## config.mk

```make
export PLATFORM = sky130hd
export DESIGN_NAME = top_k_keeper_with_dedup
export DESIGN_NICKNAME = d
export VERILOG_FILES = /design/src/rtl/tkk_pkg.sv /design/src/rtl/top_k_keeper_with_dedup.sv /design/src/rtl/tkk_cell.sv
export SDC_FILE = /design/constraint.sdc
export NUM_CORES = 2
export LEC_CHECK = 0
export BUFFER_PORTS_ARGS = -buffer_cell sky130_fd_sc_hd__buf_2
export CAP_MARGIN = 20
export CORE_MARGIN = 1.5
export CORE_UTILIZATION = 35
export DETAILED_ROUTE_END_ITERATION = 8
export SLEW_MARGIN = 30
export SYNTH_ARGS = -nofsm -noshare
export SYNTH_HDL_FRONTEND = slang
export SYNTH_SLANG_ARGS = --single-unit
```

## constraint.sdc

```tcl
create_clock -name aclk -period 12.4 [get_ports aclk]
set_clock_uncertainty 0.05 [all_clocks]
set_input_delay 2.48 -clock aclk [delete_from_list [all_inputs] [get_ports aclk]]
set_output_delay 2.48 -clock aclk [all_outputs]
set_load 0.02 [all_outputs]
```

## src/rtl/tkk_pkg.sv

```systemverilog
// ----------------------------------------------------------------------------
// tkk_pkg: shared constants and types for the top-k keeper
// Sizes of the entry chain, register indexes, beat layouts and cell control.
// ----------------------------------------------------------------------------
`default_nettype none

package tkk_pkg;

    localparam int MAX_ENTRIES = 16;

    localparam int SCORE_W = 32;
    localparam int TAG_W   = 16;
    localparam int LIMIT_W = 5;
    localparam int OCC_W   = 5;
    localparam int CNT_W   = $clog2(MAX_ENTRIES + 1);
    localparam int IDX_W   = (MAX_ENTRIES > 1) ? $clog2(MAX_ENTRIES) : 1;
    localparam int CMP_W   = (CNT_W > LIMIT_W) ? CNT_W : LIMIT_W;

    localparam int S_DATA_W = 48;
    localparam int M_DATA_W = 56;

    localparam int CFG_IDX_W  = 2;
    localparam int CFG_DATA_W = 32;

    localparam logic [CFG_IDX_W-1:0] REG_KEEP_LIMIT    = 2'd0;
    localparam logic [CFG_IDX_W-1:0] REG_DEDUP_ENABLE  = 2'd1;
    localparam logic [CFG_IDX_W-1:0] REG_DUP_TOLERANCE = 2'd2;

    localparam logic [CNT_W-1:0]   LIMIT_RESET =
        CNT_W'((MAX_ENTRIES < 16) ? MAX_ENTRIES : 16);
    localparam logic [SCORE_W-1:0] TOL_RESET   = 32'd1;

    typedef struct packed {
        logic cmp_en;    // take compare flags against the candidate
        logic upd_en;    // insertion moves the chain this cycle
        logic occupied;  // cell holds a stored entry
        logic at_end;    // last cell touched by the insertion
        logic in_range;  // cell lies at or below the insertion end
    } cell_ctrl_t;

    // limit write: 0 becomes 1, above the chain length becomes the chain length
    function automatic logic [CNT_W-1:0] clamp_limit(input logic [LIMIT_W-1:0] v);
        logic [CMP_W-1:0] w;
        logic [CMP_W-1:0] r;
        w = CMP_W'(v);
        r = w;
        if (w == '0) begin
            r = CMP_W'(1);
        end else if (w > CMP_W'(MAX_ENTRIES)) begin
            r = CMP_W'(MAX_ENTRIES);
        end
        return CNT_W'(r);
    endfunction

endpackage

`default_nettype wire

```

## src/rtl/top_k_keeper_with_dedup.sv

```systemverilog
// ----------------------------------------------------------------------------
// top_k_keeper_with_dedup: keeps the lowest-scored entries, sorted, with tags
//
//   channel   dir  beat contents
//   s_*       in   score_value, entry_tag
//   m_*       out  accepted, evicted_valid, evicted_tag, evicted_score,
//                  occupancy
//   cfg_*     in   register index and write data
//
// An item passes through accept, compare in every cell of the chain, then
// the chain update with the result loaded into the output register.
// The update waits while the output register still holds an untaken beat.
// Reset empties the store at once; entries are not cleared.
// Config writes are taken in any cycle; the limit moves only while the store is empty.
// ----------------------------------------------------------------------------
`default_nettype none

module top_k_keeper_with_dedup
    import tkk_pkg::*;
(
    input  wire logic                  aclk,
    input  wire logic                  aresetn,
    input  wire logic                  s_tvalid,
    output logic                       s_tready,
    input  wire logic [S_DATA_W-1:0]   s_tdata,    // score_value, entry_tag
    output logic                       m_tvalid,
    input  wire logic                  m_tready,
    output logic [M_DATA_W-1:0]        m_tdata,    // accepted, evicted_valid,
                                                   // evicted_tag, evicted_score,
                                                   // occupancy, zero pad
    input  wire logic                  cfg_valid,
    output logic                       cfg_ready,
    input  wire logic [CFG_IDX_W-1:0]  cfg_index,
    input  wire logic [CFG_DATA_W-1:0] cfg_data
);

    localparam logic [1:0] ST_IDLE = 2'd0;
    localparam logic [1:0] ST_CMP  = 2'd1;
    localparam logic [1:0] ST_UPD  = 2'd2;

    logic [1:0] state_reg, state_next;

    logic [CNT_W-1:0]   count_reg, count_next;
    logic [CNT_W-1:0]   limit_reg;
    logic               dedup_reg;
    logic [SCORE_W-1:0] tol_reg;

    logic [SCORE_W-1:0] cand_score_reg;
    logic [TAG_W-1:0]   cand_tag_reg;

    logic               m_valid_reg;
    logic [M_DATA_W-1:0] m_data_reg, m_data_next;

    logic [SCORE_W-1:0] cell_score [MAX_ENTRIES];
    logic [TAG_W-1:0]   cell_tag   [MAX_ENTRIES];
    logic [MAX_ENTRIES-1:0] cell_gt;
    logic [MAX_ENTRIES-1:0] cell_near;

    logic             s_fire;
    logic             upd_go;
    logic             reject;
    logic             full;
    logic             self_evict;
    logic             chain_upd;
    logic [CNT_W-1:0] cnt_eff;
    logic [IDX_W-1:0] last_idx;
    logic             ev_valid;
    logic [TAG_W-1:0] ev_tag;
    logic [SCORE_W-1:0] ev_score;

    assign s_tready  = (state_reg == ST_IDLE);
    assign s_fire    = s_tvalid && s_tready;
    assign cfg_ready = 1'b1;

    assign upd_go     = (state_reg == ST_UPD) && (!m_valid_reg || m_tready);
    assign reject     = dedup_reg && (|cell_near);
    assign full       = count_reg >= limit_reg;
    // gt flags form a thermometer, so no flag set means not below the top entry
    assign self_evict = full && !(|cell_gt);
    assign chain_upd  = upd_go && !reject && !self_evict;
    assign cnt_eff    = full ? (count_reg - CNT_W'(1)) : count_reg;
    assign last_idx   = IDX_W'(count_reg - CNT_W'(1));

    always_comb begin
        ev_valid = 1'b0;
        ev_tag   = '0;
        ev_score = '0;
        if (!reject && full) begin
            ev_valid = 1'b1;
            if (self_evict) begin
                ev_tag   = cand_tag_reg;
                ev_score = cand_score_reg;
            end else begin
                ev_tag   = cell_tag[last_idx];
                ev_score = cell_score[last_idx];
            end
        end
    end

    always_comb begin
        count_next = count_reg;
        if (upd_go && !reject && !full) begin
            count_next = count_reg + CNT_W'(1);
        end
    end

    always_comb begin
        m_data_next = {1'b0, OCC_W'(count_next), ev_score, ev_tag, ev_valid, !reject};
    end

    always_comb begin
        state_next = state_reg;
        case (state_reg)
            ST_IDLE: begin
                if (s_fire) begin
                    state_next = ST_CMP;
                end
            end
            ST_CMP: begin
                state_next = ST_UPD;
            end
            ST_UPD: begin
                if (upd_go) begin
                    state_next = ST_IDLE;
                end
            end
            default: begin
                state_next = ST_IDLE;
            end
        endcase
    end

    always_ff @(posedge aclk) begin
        if (!aresetn) begin
            state_reg   <= ST_IDLE;
            count_reg   <= '0;
            limit_reg   <= LIMIT_RESET;
            dedup_reg   <= 1'b0;
            tol_reg     <= TOL_RESET;
            m_valid_reg <= 1'b0;
        end else begin
            state_reg <= state_next;
            count_reg <= count_next;
            if (upd_go) begin
                m_valid_reg <= 1'b1;
            end else if (m_tready) begin
                m_valid_reg <= 1'b0;
            end
            if (cfg_valid && cfg_ready) begin
                case (cfg_index)
                    REG_KEEP_LIMIT: begin
                        if (count_reg == '0) begin
                            limit_reg <= clamp_limit(cfg_data[LIMIT_W-1:0]);
                        end
                    end
                    REG_DEDUP_ENABLE: begin
                        dedup_reg <= cfg_data[0];
                    end
                    REG_DUP_TOLERANCE: begin
                        tol_reg <= cfg_data[SCORE_W-1:0];
                    end
                    default: begin
                    end
                endcase
            end
        end
    end

    always_ff @(posedge aclk) begin
        if (s_fire) begin
            cand_score_reg <= s_tdata[SCORE_W-1:0];
            cand_tag_reg   <= s_tdata[SCORE_W+TAG_W-1:SCORE_W];
        end
        if (upd_go) begin
            m_data_reg <= m_data_next;
        end
    end

    assign m_tvalid = m_valid_reg;
    assign m_tdata  = m_data_reg;

    for (genvar g = 0; g < MAX_ENTRIES; g++) begin : g_cell
        cell_ctrl_t         ctrl;
        logic [SCORE_W-1:0] prev_score;
        logic [TAG_W-1:0]   prev_tag;
        logic               prev_gt;

        assign ctrl.cmp_en   = (state_reg == ST_CMP);
        assign ctrl.upd_en   = chain_upd;
        assign ctrl.occupied = CNT_W'(g) < count_reg;
        assign ctrl.at_end   = CNT_W'(g) == cnt_eff;
        assign ctrl.in_range = CNT_W'(g) <= cnt_eff;

        if (g == 0) begin : g_first
            assign prev_score = '0;
            assign prev_tag   = '0;
            assign prev_gt    = 1'b0;
        end else begin : g_next
            assign prev_score = cell_score[g-1];
            assign prev_tag   = cell_tag[g-1];
            assign prev_gt    = cell_gt[g-1];
        end

        tkk_cell u_cell (
            .aclk       (aclk),
            .ctrl       (ctrl),
            .cand_score (cand_score_reg),
            .cand_tag   (cand_tag_reg),
            .tolerance  (tol_reg),
            .prev_score (prev_score),
            .prev_tag   (prev_tag),
            .prev_gt    (prev_gt),
            .score      (cell_score[g]),
            .tag        (cell_tag[g]),
            .gt         (cell_gt[g]),
            .near       (cell_near[g])
        );
    end

endmodule

`default_nettype wire

```

## src/rtl/tkk_cell.sv

```systemverilog
// ----------------------------------------------------------------------------
// tkk_cell: one slot of the sorted entry chain
// Holds a score and tag, compares them with the candidate, and on insertion
// takes the neighbor's entry or the candidate.
// ----------------------------------------------------------------------------
`default_nettype none

module tkk_cell
    import tkk_pkg::*;
(
    input  wire logic               aclk,
    input  wire cell_ctrl_t         ctrl,
    input  wire logic [SCORE_W-1:0] cand_score,
    input  wire logic [TAG_W-1:0]   cand_tag,
    input  wire logic [SCORE_W-1:0] tolerance,
    input  wire logic [SCORE_W-1:0] prev_score,
    input  wire logic [TAG_W-1:0]   prev_tag,
    input  wire logic               prev_gt,
    output logic [SCORE_W-1:0]      score,
    output logic [TAG_W-1:0]        tag,
    output logic                    gt,
    output logic                    near
);

    logic [SCORE_W-1:0] score_reg;
    logic [TAG_W-1:0]   tag_reg;
    logic               gt_reg;
    logic               near_reg;
    logic               above;
    logic [SCORE_W-1:0] diff;

    assign above = score_reg > cand_score;
    assign diff  = above ? (score_reg - cand_score) : (cand_score - score_reg);

    always_ff @(posedge aclk) begin
        if (ctrl.cmp_en) begin
            gt_reg   <= ctrl.occupied && above;
            near_reg <= ctrl.occupied && (diff <= tolerance);
        end
        if (ctrl.upd_en && ctrl.in_range) begin
            // entries above the insertion point move up one slot
            if (prev_gt) begin
                score_reg <= prev_score;
                tag_reg   <= prev_tag;
            end else if (gt_reg || ctrl.at_end) begin
                score_reg <= cand_score;
                tag_reg   <= cand_tag;
            end
        end
    end

    assign score = score_reg;
    assign tag   = tag_reg;
    assign gt    = gt_reg;
    assign near  = near_reg;

endmodule

`default_nettype wire

```

==> run summary <==
CP Launch Type: flip-flop
Largest register FFs: 512
Routed Antenna Nets: 0
register-to-register setup slack: 4.98 ns
multiplexer share of the synthesized area: 0.08479
CTS tree: built
CP max-delay cell: o21ai_0
Post-Syn Area: 106700 um2
Initial Utilization: 0.3521
Hold Fails Final Rpt: 0
residual DRC count: 0
crit-path max FO: 38
Post-synth top cells: ha_1 (1529), nand2_1 (1187), a21oi_1 (1161)
Yosys top cell by area: edfxtp_1
Worst Setup End Kind: flip-flop
top-level I/O count: 146
pins over their slew limit: 0
min-delay src: tol_reg[2]
RSZ-0062 raised after global routing: false
synthesized area per cell: 8.729 um2
WP buf/inv: 4
Fillers: 30741
die area: 308200 um2
setup total negative slack: 0 ns
Placeable Area: 303000 um2
Setup violations, final: 0
number of synthesized register bits: 949
power density over the cells: 93.70 nW/um2
1st-iter DRT viols: 12606
row cnt: 202
most used cell along the critical path: a21o_1
CP delay by family, top: compound AO/OA/AOI/OAI gates
yosys warns: 0
Slew HR: 0.2240
post-synthesis compound-gate area fraction: 0.2399
Worst Reg-to-Reg Cells: 26
Clock Latency Late Sink: 0.87 ns
CTS Hold Bufs: 0
post-synth top area share: 0.2541
post-synth cell types: 103
crit path capture: g_cell[14].u_cell.near
Worst Tran Pin Value: 1.162 ns
drt pass-1 iters: 6
area of the multi-input gates: 73100 um2
CP required: 13.00 ns
clock buffer count from CTS: 117
Finished Layout Cells: 16129
CP max stage delay: 0.59 ns
period utilization: 0.5983
FMAX: 0.1348 GHz
largest family of logic cells by synthesized area: compound AO/OA/AOI/OAI gates
Area growth, synth to finish: 8.664%
RR Startpoint: cand_score_reg[15]
Leakage: 0.04858 uW
Register Area: 28040 um2
Syn Nets: 13873
dpl hpwl: 369100 um
CTS root buf: clkbuf_16
Congestion Overflow GR: 0
post-synthesis simple-gate area fraction: 0.1312
ranking of synthesized cells by area: edfxtp_1 (25%), ha_1 (18%), a21oi_1 (5.4%)
GRT Total Usage: 0.3092
postcts setup bufs: 0
HP Class: flip-flop to flip-flop
Clock Path Buffers: 3
Layout Nets: 13685
wirelength, routed: 494000 um
worst setup path startpoint: cand_score_reg[15]
Via density: 6.167
Die Y: 555.2 um
worst r2r dst: g_cell[14].u_cell.near
CTS-repair resized insts: 0
DR vias: 99470
Async S/R FF share, synth: 0
gpl congestion: 1.008
Die X: 555.2 um
first-pass GRT wire length: 689400 um
WS Path Type: flip-flop to flip-flop
Sink Count: 949
Post-Synthesis Cells: 12225
vias in the first global route: 92154
Worst path depth: 26
share of post-route cells with drive strength above 1: 0.1036
count leader, synth: ha_1
initial antenna violation count: 47
maxcap violations: 0
EDFF count, synth: 903
I/O Buffers: 143
Avg WL per Cell: 30.63 um
clk slew on worst S/H paths: 0.06 ns
htree depth: 3
Placed Cells incl. Taps: 15894
Post-Synth XOR/XNOR Area: 0.04014
status: completed
VDD IR-drop max: 0.1283 mV
largest net degree at the start of global routing: 65
Arrival @ worst endpoint: 8.02 ns
most used flip-flop cell after synthesis: edfxtp_1
sequential cell area fraction in the yosys report: 0.2627
Adder-Cell Fraction of Synth Area: 0.1853
Min Clock Period, post-route: 7.418 ns
[where the power goes]
part	internal (uW)	switching, uW
Clock	1960	1680
Combinational	1340	2280
Sequential	3550	44.9
[metal layers]
metal / vias to the layer above / part of all wire / track usage
met5: - / 0.00018 / 0
met4: 12 / 0.088 / 0.2261
met3: 1383 / 0.093 / 0.06467
met2: 5340 / 0.43 / 0.4695
met1: 48108 / 0.39 / 0.3875
li1: 44627 / - / -
[placed cells by master (no fill, tap or decap), drive strengths merged, types with 242 or more instances in the layout]
master,instances
nor2,644
inv,805
buf,409
nand4,242
xnor2,281
nand2,1187
edfxtp,903
ha,1529
o21ai,1035
a21oi,1163
mux2,271
a21o,697
[how the worst min path moves through the flow]
stage,cells after the start,to,slack [ns]
global route,2,tol_reg[3],0.44
global placement,2,tol_reg[1],0.41
CTS,2,tol_reg[1],0.42
detailed placement,2,tol_reg[1],0.41
finish,2,tol_reg[2],0.42
floorplan,2,tol_reg[23],0.39
[kinds of logic (layout without fill, tap and decap cells)]
kind of cell               Yosys count  in the layout
other                                2             16
muxes                              630            630
and+or+nand+nor                   2998           2998
xor gates and xnor gates           489            489
DFF                                949            949
adders and majority gates         1561           1561
buffers and inverters             1526           1438
AOI/OAI and AO/OA                 4070           4070
[metrics by stage]
step	instance area [um2]	util	worst slack, ns	hold WS (ns)	power [uW]
floorplan	106700	-	2.190	0.3935	6033
global placement	111800	0.3689	5.485	0.4061	7163
detailed placement	111900	0.3694	5.364	0.4095	7163
CTS	115900	0.3823	5.272	0.4179	10790
global route	115900	0.3826	4.784	0.4428	11300
finish	116000	0.3826	4.982	0.4210	10860
[tightest hold or removal path: cells and delay by family, from the launching register on]
family,cells,cell delay [ns]
compound gates,1,0.06
flops,1,0.31
simple gates,1,0.05
[final cells by class]
cell class,instances,share of cell area
multi-input cells,9750,0.6304
flip-flops and latches,949,0.2418
well taps,3978,0.04292
clock buffers,134,0.02624
inverters,810,0.02622
repair buffers,409,0.02453
clock inverters,85,0.007499
diodes,14,0.0003021
(Power assumes the default switching activity.)
